File: src/sv/mmul4_pkg.sv
package mmul4_pkg;

   // Matrix geometry and number format
   localparam int DIM       = 4;
   localparam int FRAC_BITS = 16;
   localparam int CELLS     = DIM * DIM;
   localparam int POS_W     = 4;
   localparam int ELEM_W    = 32;
   localparam int IDX_W     = (CELLS > 1) ? $clog2(CELLS) : 1;
   localparam int DW        = (DIM > 1) ? $clog2(DIM) : 1;
   localparam int PROD_W    = 2 * ELEM_W;
   localparam int ACC_W     = PROD_W + DW;

   // Saturation bounds, sign-extended to the accumulator width
   localparam logic signed [ACC_W-1:0] SAT_HI = {{(ACC_W-ELEM_W){1'b0}}, 1'b0, {(ELEM_W-1){1'b1}}};
   localparam logic signed [ACC_W-1:0] SAT_LO = {{(ACC_W-ELEM_W){1'b1}}, 1'b1, {(ELEM_W-1){1'b0}}};

   // Store write port
   typedef struct packed {
      logic                     en;
      logic [IDX_W-1:0]         addr;
      logic [ELEM_W-1:0]        a_elem;
      logic [ELEM_W-1:0]        b_elem;
   } wr_type;

   // Store read addresses
   typedef struct packed {
      logic [IDX_W-1:0]         addr_a;
      logic [IDX_W-1:0]         addr_b;
   } rd_type;

   // Control that travels with each product term
   typedef struct packed {
      logic                     vld;
      logic                     first;
      logic                     fin;
      logic [POS_W-1:0]         idx;
      logic                     last;
   } tag_type;

endpackage

File: src/sv/mmul4_store.sv
module mmul4_store
   import mmul4_pkg::*;
(
   input  logic                     clock,
   input  logic                     reset,
   input  wr_type                   wr,
   input  rd_type                   rd,
   output logic signed [ELEM_W-1:0] a_data,
   output logic signed [ELEM_W-1:0] b_data
);

   logic [ELEM_W-1:0] left_mem  [CELLS];
   logic [ELEM_W-1:0] right_mem [CELLS];
   logic [CELLS-1:0]  valid_ff;
   logic [CELLS-1:0]  valid_in;
   logic [ELEM_W-1:0] a_rd_ff;
   logic [ELEM_W-1:0] b_rd_ff;
   logic              a_vld_ff;
   logic              b_vld_ff;

   // Entry valid bits: an unwritten entry reads as zero
   always_comb begin
      valid_in = valid_ff;
      if (wr.en) begin
         valid_in[wr.addr] = 1'b1;
      end
   end

   always_ff @(posedge clock) begin
      if (reset) begin
         valid_ff <= '0;
         a_vld_ff <= 1'b0;
         b_vld_ff <= 1'b0;
      end else begin
         valid_ff <= valid_in;
         a_vld_ff <= valid_ff[rd.addr_a];
         b_vld_ff <= valid_ff[rd.addr_b];
      end
   end

   // Memories: one write and one registered read each
   always_ff @(posedge clock) begin
      if (wr.en) begin
         left_mem[wr.addr]  <= wr.a_elem;
         right_mem[wr.addr] <= wr.b_elem;
      end
      a_rd_ff <= left_mem[rd.addr_a];
      b_rd_ff <= right_mem[rd.addr_b];
   end

   assign a_data = a_vld_ff ? a_rd_ff : '0;
   assign b_data = b_vld_ff ? b_rd_ff : '0;

endmodule

File: src/sv/mmul4_mac.sv
module mmul4_mac
   import mmul4_pkg::*;
(
   input  logic                     clock,
   input  logic                     reset,
   input  logic signed [ELEM_W-1:0] a_data,
   input  logic signed [ELEM_W-1:0] b_data,
   input  tag_type                  tag,
   output logic                     rsp_strobe,
   output logic [POS_W-1:0]         rsp_position,
   output logic signed [ELEM_W-1:0] rsp_elem,
   output logic                     rsp_last
);

   logic signed [PROD_W-1:0] prod_ff, prod_in;
   tag_type                  tag1_ff;
   logic signed [ACC_W-1:0]  acc_ff, acc_in;
   tag_type                  tag2_ff;
   logic signed [ACC_W-1:0]  shifted;
   logic signed [ELEM_W-1:0] sat_in;
   logic                     strobe_ff;
   logic [POS_W-1:0]         pos_ff;
   logic signed [ELEM_W-1:0] elem_ff;
   logic                     last_ff;

   // Multiply stage
   assign prod_in = a_data * b_data;

   // Accumulate stage, restarted on the first term of each element
   assign acc_in = (tag1_ff.first ? '0 : acc_ff) + ACC_W'(prod_ff);

   // Scale and saturate
   assign shifted = acc_ff >>> FRAC_BITS;
   always_comb begin
      if (shifted > SAT_HI) begin
         sat_in = SAT_HI[ELEM_W-1:0];
      end else if (shifted < SAT_LO) begin
         sat_in = SAT_LO[ELEM_W-1:0];
      end else begin
         sat_in = shifted[ELEM_W-1:0];
      end
   end

   always_ff @(posedge clock) begin
      if (reset) begin
         tag1_ff   <= '0;
         tag2_ff   <= '0;
         strobe_ff <= 1'b0;
         last_ff   <= 1'b0;
      end else begin
         tag1_ff   <= tag;
         tag2_ff   <= tag1_ff;
         strobe_ff <= tag2_ff.vld && tag2_ff.fin;
         last_ff   <= tag2_ff.vld && tag2_ff.fin && tag2_ff.last;
      end
   end

   // Datapath registers
   always_ff @(posedge clock) begin
      prod_ff <= prod_in;
      if (tag1_ff.vld) begin
         acc_ff <= acc_in;
      end
      pos_ff  <= tag2_ff.idx;
      elem_ff <= sat_in;
   end

   assign rsp_strobe   = strobe_ff;
   assign rsp_position = pos_ff;
   assign rsp_elem     = elem_ff;
   assign rsp_last     = last_ff;

endmodule

File: src/sv/matrix4x4_multiply_core.sv
// Square matrix product in signed Q16.16. Each accepted beat writes one element of the left
// and one of the right matrix at a row-major position; a beat at the last position also
// starts the product. A product runs one multiply-accumulate per cycle, set by the single
// read port of each element memory, through the read, multiply, accumulate and output
// registers; each result sums DIM products. busy is registered: it rises after the
// starting beat and stays high through the cycle of the final result; start is ignored
// while busy. The receiver cannot stall: each result is on the rsp_ ports for one cycle
// under rsp_strobe. Positions beyond the matrix are ignored. Both matrices read as zero
// after reset and keep their contents between products.
module matrix4x4_multiply_core
   import mmul4_pkg::*;
(
   input  logic                     clock,
   input  logic                     reset,
   input  logic                     start,
   output logic                     busy,
   input  logic [POS_W-1:0]         req_position,
   input  logic signed [ELEM_W-1:0] req_a_elem,
   input  logic signed [ELEM_W-1:0] req_b_elem,
   output logic                     rsp_strobe,
   output logic [POS_W-1:0]         rsp_out_position,
   output logic signed [ELEM_W-1:0] rsp_out_elem,
   output logic                     rsp_out_last
);

   localparam logic [IDX_W-1:0]       DIM_IDX  = IDX_W'(DIM);
   localparam logic [DW-1:0]          DIM_TOP  = DW'(DIM - 1);
   localparam logic [IDX_W+POS_W-1:0] CELLS_X  = (IDX_W + POS_W)'(CELLS);
   localparam logic [IDX_W+POS_W-1:0] LAST_X   = (IDX_W + POS_W)'(CELLS - 1);

   logic                     busy_ff, busy_in;
   logic                     run_ff, run_in;
   logic [DW-1:0]            r_ff, r_in;
   logic [DW-1:0]            c_ff, c_in;
   logic [DW-1:0]            k_ff, k_in;
   tag_type                  tag_rd_ff;
   tag_type                  tag_issue;
   wr_type                   wr;
   rd_type                   rd;
   logic                     accept;
   logic [IDX_W+POS_W-1:0]   pos_ext;
   logic                     go;
   logic [IDX_W-1:0]         out_idx;
   logic [IDX_W+POS_W-1:0]   out_idx_ext;
   logic signed [ELEM_W-1:0] a_data;
   logic signed [ELEM_W-1:0] b_data;
   logic                     k_end, c_end, r_end;

   // Load beat: written only while idle, so no read of the product can overlap it
   assign accept  = start && !busy_ff;
   assign pos_ext = {{IDX_W{1'b0}}, req_position};
   assign go      = accept && (pos_ext == LAST_X);

   assign wr.en     = accept && (pos_ext < CELLS_X);
   assign wr.addr   = pos_ext[IDX_W-1:0];
   assign wr.a_elem = req_a_elem;
   assign wr.b_elem = req_b_elem;

   // Sequencer over row, column and inner index
   assign k_end = (k_ff == DIM_TOP);
   assign c_end = (c_ff == DIM_TOP);
   assign r_end = (r_ff == DIM_TOP);

   always_comb begin
      run_in = run_ff;
      r_in   = r_ff;
      c_in   = c_ff;
      k_in   = k_ff;
      if (go) begin
         run_in = 1'b1;
         r_in   = '0;
         c_in   = '0;
         k_in   = '0;
      end else if (run_ff) begin
         k_in = k_end ? '0 : k_ff + 1'b1;
         if (k_end) begin
            c_in = c_end ? '0 : c_ff + 1'b1;
            if (c_end) begin
               r_in = r_ff + 1'b1;
               if (r_end) begin
                  run_in = 1'b0;
                  r_in   = '0;
               end
            end
         end
      end
   end

   // Busy until the final result has gone out
   always_comb begin
      busy_in = busy_ff;
      if (go) begin
         busy_in = 1'b1;
      end else if (rsp_strobe && rsp_out_last) begin
         busy_in = 1'b0;
      end
   end

   // Read addresses: left row r, right column c, inner index k
   assign rd.addr_a = IDX_W'(r_ff) * DIM_IDX + IDX_W'(k_ff);
   assign rd.addr_b = IDX_W'(k_ff) * DIM_IDX + IDX_W'(c_ff);

   assign out_idx     = IDX_W'(r_ff) * DIM_IDX + IDX_W'(c_ff);
   assign out_idx_ext = {{POS_W{1'b0}}, out_idx};

   assign tag_issue.vld   = run_ff;
   assign tag_issue.first = (k_ff == '0);
   assign tag_issue.fin   = k_end;
   assign tag_issue.idx   = out_idx_ext[POS_W-1:0];
   assign tag_issue.last  = k_end && c_end && r_end;

   always_ff @(posedge clock) begin
      if (reset) begin
         busy_ff   <= 1'b0;
         run_ff    <= 1'b0;
         r_ff      <= '0;
         c_ff      <= '0;
         k_ff      <= '0;
         tag_rd_ff <= '0;
      end else begin
         busy_ff   <= busy_in;
         run_ff    <= run_in;
         r_ff      <= r_in;
         c_ff      <= c_in;
         k_ff      <= k_in;
         tag_rd_ff <= tag_issue;
      end
   end

   assign busy = busy_ff;

   mmul4_store u_store (
      .clock  (clock),
      .reset  (reset),
      .wr     (wr),
      .rd     (rd),
      .a_data (a_data),
      .b_data (b_data)
   );

   mmul4_mac u_mac (
      .clock        (clock),
      .reset        (reset),
      .a_data       (a_data),
      .b_data       (b_data),
      .tag          (tag_rd_ff),
      .rsp_strobe   (rsp_strobe),
      .rsp_position (rsp_out_position),
      .rsp_elem     (rsp_out_elem),
      .rsp_last     (rsp_out_last)
   );

endmodule

File: config.mk
export PLATFORM = sky130hd
export DESIGN_NAME = matrix4x4_multiply_core
export DESIGN_NICKNAME = d
export VERILOG_FILES = /design/src/sv/mmul4_pkg.sv /design/src/sv/mmul4_store.sv /design/src/sv/mmul4_mac.sv /design/src/sv/matrix4x4_multiply_core.sv
export SDC_FILE = /design/constraint.sdc
export NUM_CORES = 2
export LEC_CHECK = 0
export BUFFER_PORTS_ARGS = -buffer_cell sky130_fd_sc_hd__buf_2
export CAP_MARGIN = 20
export CORE_MARGIN = 2
export CORE_UTILIZATION = 60
export CTS_CLUSTER_SIZE = 24
export DETAILED_ROUTE_END_ITERATION = 6
export HOLD_SLACK_MARGIN = 0.12
export PLACE_DENSITY = 0.73
export REMOVE_ABC_BUFFERS = 1
export SLEW_MARGIN = 30
export SYNTH_ARGS = -nofsm -noshare
export SYNTH_HDL_FRONTEND = slang
export SYNTH_SLANG_ARGS = --single-unit
File: constraint.sdc
create_clock -name clock -period 10.2 [get_ports clock]
set_clock_uncertainty 0.05 [all_clocks]
set_input_delay 1.53 -clock clock [delete_from_list [all_inputs] [get_ports clock]]
set_output_delay 1.53 -clock clock [all_outputs]
set_load 0.05 [all_outputs]
=== Word-level counts from Yosys, hierarchy flattened ===
Memory sizes are Yosys's and may differ from the RTL's. A register that Yosys moved wholly into a read port is not among the register bits.
Index checks and enable logic that the tools add are counted.

* Input bits: 71
* Flip-flop bits (word level): 217
* RAM bits: 1024
* Output and inout port bits: 39
* Bits in read-only memories: 0
* Memories kept: 2
* Bits in latches: 0

{| class="wikitable"
|+ Memories
! memory !! depth !! bits a word !! rd ports !! clocked after memory_dff !! write ports !! RTL line !! text
|-
| u_store.left_mem || 16 || 32 || 1 || 1 || 1 || mmul4_store.sv:12 || <nowiki>logic [ELEM_W-1:0] left_mem [CELLS];</nowiki>
|-
| u_store.right_mem || 16 || 32 || 1 || 1 || 1 || mmul4_store.sv:13 || <nowiki>logic [ELEM_W-1:0] right_mem [CELLS];</nowiki>
|}

* Multiply operators: 1
* $lt $le $gt $ge: 7
* Equal/unequal tests: 4
* Reduce and logical (&&, ||, !) cells: 15
* Mux-type cells: 22
* Shift operators: 0
* Bitwise gates (word level): 1
* Add/subtract/negate cells: 7
* Divide/modulo/power cells: 0

{| class="wikitable"
|+ Operators by type and width
! cell !! count
|-
| $mux 32 || 3
|-
| $add 66x66->66 || 1
|-
| $mux 66 || 1
|-
| $mul 32x32->64 || 1
|-
| $gt 50x32->1 const B || 1
|-
| $lt 50x32->1 const B || 1
|-
| $lt 4x5->1 const B || 4
|-
| $or 16x16->16 || 1
|-
| $add 4x2->4 || 3
|-
| $mux 1 || 12
|-
| $logic_and 1x1->1 || 9
|-
| $bmux 1 s4 || 2
|-
| $add 2x1->2 const B || 3
|-
| $eq 2x2->1 const B || 3
|-
| $mux 2 || 3
|-
| $demux 1 s4 || 1
|-
| $eq 4x4->1 const B || 1
|-
| $ge 4x1->1 const B || 1
|-
| $reduce_and 3->1 || 1
|-
| $logic_not 2->1 || 1
|-
| $reduce_and 2->1 || 1
|-
| $reduce_bool 2->1 || 1
|-
| $reduce_or 2->1 || 1
|-
| $logic_not 1->1 || 1
|}

=== Logic depth before layout (Yosys ltp) ===
* Depth in word-level cells: 6
* Depth in mapped cells: 33
* Mapped depth without buffers: 28

=== By module ===
From an unflattened synthesis, not the netlist that was laid out.

* Cells, all modules: 6586
* Area total of the unflattened synthesis: 86610.6 um^2

{| class="wikitable"
|+ By module, submodules not included
! module !! sequential area each (um^2) !! instances !! cells an instance !! area each (um^2)
|-
| mmul4_mac || 4324.1 || 1 || 4783 || 45143.3
|-
| mmul4_store || 32391.1 || 1 || 1743 || 40851.7
|-
| matrix4x4_multiply_core || 320.3 || 1 || 60 || 615.6
|}

=== Worst setup path before layout ===
OpenSTA, ideal clock, no wires.

* Path kind: reg-to-reg
* From: register u_store.a_vld_ff
* To: register u_mac.prod_ff[63]
* Clock period less this slack: 8.558 ns
* Data arrival time: 8.380 ns
* Path slack: 1.642 ns
* Data required time: 10.022 ns
* Path buffers: 4
* Stages on the path, launching flop included: 27
* Cell sequence: dfxtp_1 -> clkbuf_1 -> clkbuf_1 -> and2_1 -> clkbuf_1 -> clkbuf_1 -> nand2_1 -> inv_1 -> fa_1 -> fa_1 -> fa_1 -> fa_1 -> inv_1 -> fa_1 -> inv_1 -> fa_1 -> fa_1 -> fa_1 -> ha_1 -> nand4_1 -> a2111oi_0 -> o22a_1 -> o21a_1 -> a21oi_1 -> o31ai_1 -> mux2i_1 -> nand4_1

* Longest elaborated chain between the ends: 2

{| class="wikitable"
|+ RTL lines
! what !! RTL line !! text
|-
| start: declaration || mmul4_store.sv:18 || <nowiki>logic a_vld_ff;</nowiki>
|-
| start signal: assignment || mmul4_store.sv:36 || <nowiki>a_vld_ff <= valid_ff[rd.addr_a];</nowiki>
|-
| $mux 32 || mmul4_store.sv:51 || <nowiki>assign a_data = a_vld_ff ? a_rd_ff : '0;</nowiki>
|-
| $mul 32x32->64 || mmul4_mac.sv:27 || <nowiki>assign prod_in = a_data * b_data;</nowiki>
|-
| via u_mac.prod_in[63] || mmul4_mac.sv:15 || <nowiki>logic signed [PROD_W-1:0] prod_ff, prod_in;</nowiki>
|-
| end signal: assignment || mmul4_mac.sv:60 || <nowiki>prod_ff <= prod_in;</nowiki>
|-
| end: declaration || mmul4_mac.sv:15 ||
|}

The timed path passes the listed nets, and every way through them passes these cells.
A chain may end at the register's enable or synchronous reset.

=== Worst setup path in the final report ===
* From: register u_store.b_vld_ff
* To: register u_mac.prod_ff[48]

* Longest elaborated chain between the ends: 2

{| class="wikitable"
|+ RTL lines
! what !! RTL line !! text
|-
| start: declaration || mmul4_store.sv:19 || <nowiki>logic b_vld_ff;</nowiki>
|-
| start signal: assignment || mmul4_store.sv:37 || <nowiki>b_vld_ff <= valid_ff[rd.addr_b];</nowiki>
|-
| $mux 32 || mmul4_store.sv:52 || <nowiki>assign b_data = b_vld_ff ? b_rd_ff : '0;</nowiki>
|-
| $mul 32x32->64 || mmul4_mac.sv:27 ||
|-
| via u_mac.prod_in[48] || mmul4_mac.sv:15 ||
|}

The timed path passes the listed nets, and every way through them passes these cells.

==> out/results.tsv <==
metric	value	unit
synth_top_flop_cell	edfxtp_1	
fillCellCount	9963	
dr.pass1.iters	6	
path_class	flop to flop	
viasPerCell	6.05	
wl	231000	um
postCtsHoldBufs	0	
drtIter0Drc	5939	
ant_nets	0	
dp_hpwl	160000	um
cts_setup_buffers	0	
place_congestion	1.00	
crit_fanout	24	
grt_pass1_wl	349000	um
finalSetupViolCount	0	
hold_class	flop to flop	
multi_input_area	43500	um^2
synth_largest_area_cell	edfxtp_1	
ys_types	85	
netlist_area	85400	um^2
grt_max_degree	101	
cp.required	10830	ps
cp_slowest_cell	dfxtp_2	
pre_cts_ws	1220	ps
nets	8010	
tightestPinTransition	1130	ps
row_count	138	
slowest_delay	620	ps
htree_levels	4	
slew_viol_final	0	
peakVddDrop	0.000174	V
grt_overflow	0	
clk_latency	780	ps
slew_headroom	0.247	
yosysWarnings	0	
synthTopCellsByArea	edfxtp_1 (38%), fa_1 (25%), mux4_2 (8.7%)	
io_pins	110	
grt_use_total	0.328	
drive_above_1_share	0.127	
fmax	110	MHz
post_drt_wl_per_cell	26.9	um
clockBufferDepth	3	
die_h	381	um
min-delay-start	u_mac.tag2_ff[3]	
cpMostUsedCell	fa_1	
worstSetupEndpointType	flop	
yosys-top-cells-count	edfxtp_1 (1090), fa_1 (1083), inv_1 (1002), nor2_1 (703), nand2_1 (622)	
cts_tree	done	
grt_pass1_vias	55200	
min_period	9070	ps
async_reset_ff_frac	0	
finalHoldViolations	0	
post_cts_resize_count	0	
clkSlewWorstSetupHoldPaths	70	ps
p_leak	37.2	nW
synth_top_area_share	0.383	
drv_cap	0	
antenna_found_initial	19	
ys_seq_area_frac	0.434	
initial_core_util	0.604	
avgSynthCellArea	13.1	um^2
min_period_over_period	0.889	
cts_buffers	132	
routed-via-count	52000	
area_growth	8.82	%
drc_errors	0	
critPathLaunch	u_store.b_vld_ff	
yosysMostFrequentCell	edfxtp_1	
startpoint_type	flop	
die_area	145000	um^2
core_area	141000	um^2
die_w	381	um
clock-sinks	1305	
cts_root_buffer	clkbuf_16	
rsz0062_at_grt	false	
syn_inst	6530	
cp.arrival	9700	ps
power	11.0	mW
final.setup.worst_slack	1130	ps
ys_seq_elements	1305	
r2r_start	u_store.b_vld_ff	
outcome	completed	
numPortBuffers	109	
register_area	37100	um^2
p_per_area	118	nW/um^2
timing.setup.tns	0	ps
synth-edff-count	1090	
==> cell families after synthesis <==
group / after synthesis / synth area share
buffers and inverters: 1333 / 0.0588
AO/OA/AOI/OAI: 429 / 0.0334
XOR/XNOR: 134 / 0.0137
AND/OR/NAND/NOR: 1659 / 0.0822
flip-flops: 1305 / 0.434
multiplexers: 334 / 0.0875
adder cells (fa/ha/maj): 1336 / 0.291
==> worst paths after layout <==
path / cells after the start / slack (ps) / endpoint
min: 0 / 280 / u_mac.rsp_position[2]
min reg2reg: 0 / 280 / u_mac.rsp_position[2]
max reg2reg: 26 / 1130 / u_mac.prod_ff[48]
max: 26 / 1130 / u_mac.prod_ff[48]
==> registers in the layout (all words and copies together) (netlist names) <==
signal	cells
u_store.left_mem	512
u_store.right_mem	512
u_mac.acc_ff	66
u_mac.prod_ff	64
u_mac.rsp_elem	32
u_store.a_rd_ff	32
u_store.b_rd_ff	32
u_store.valid_ff	16
tag_rd_ff	8
u_mac.tag1_ff	8
u_mac.tag2_ff	7
u_mac.rsp_position	4
c_ff	2
k_ff	2
r_ff	2
busy	1
run_ff	1
u_mac.rsp_last	1
u_mac.rsp_strobe	1
u_store.a_vld_ff	1
u_store.b_vld_ff	1
==> final cells by class <==
type / instances / share of cell area
diodes: 7 / 0.000188
clock buffers: 179 / 0.0394
clock inverters: 60 / 0.00729
inverters: 1004 / 0.0405
multi-input cells: 3892 / 0.468
flip-flops and latches: 1305 / 0.399
well taps: 1890 / 0.0254
repair buffers: 268 / 0.0206
==> worst max-delay path, delay by kind of cell, from the launching register on <==
kind            cells  cell delay (ps)
flops               1              620
compound gates      8             2030
simple gates        3              690
xor+xnor            1              130
buf+inv             5             1080
fa+ha+maj           9             4340
==> layer usage <==
metal,part of all wire,up-vias,GRT usage
met4,0.050,16,0.148
met5,0.00042,-,0
met3,0.12,583,0.0934
met2,0.47,3122,0.515
li1,-,21700,-
met1,0.36,26600,0.428
==> power by group <==
part	internal, mW	total, mW	switching [mW]
registers	5.83	5.86	0.0277
logic	0.0906	0.303	0.213
clock network	2.75	4.82	2.07
==> placed cells by master (no fill, tap or decap), types with 9 or more instances in the layout <==
cell type,Yosys,routed
mux4_2,330,330
clkbuf_1,294,32
dfxtp_1,215,205
buf_4,1,148
nor2_4,0,13
nand2_1,622,616
edfxtp_1,1090,1090
and3_1,21,21
a31oi_1,12,12
a21oi_1,152,152
clkinv_1,1,18
nand3_1,52,52
clkinv_2,0,21
and2_1,65,67
clkbuf_16,0,136
nor2_1,703,690
ha_1,253,253
nor2b_1,100,100
xor2_1,41,41
nand2b_1,12,12
o21ai_0,49,49
inv_1,1002,1002
nor3_1,18,14
o21bai_1,33,33
o21a_1,9,9
clkbuf_8,0,9
fa_1,1083,1083
a21o_1,74,74
xnor2_1,93,93
nand4_1,28,28
buf_2,12,109
o211ai_1,12,12
==> through the flow <==
stage | util | area (um^2) | hold slack, ps | std cells
after floorplan | - | 84200 | 260 | 6201
after global placement | 0.625 | 88400 | 261 | 8351
after detailed placement | 0.626 | 88600 | 266 | 8358
after CTS | 0.657 | 92900 | 279 | 8597
after global routing | 0.657 | 93000 | 282 | 8603
final | 0.657 | 93000 | 276 | 8605
Note: power is estimated with default switching activity, not from simulation.
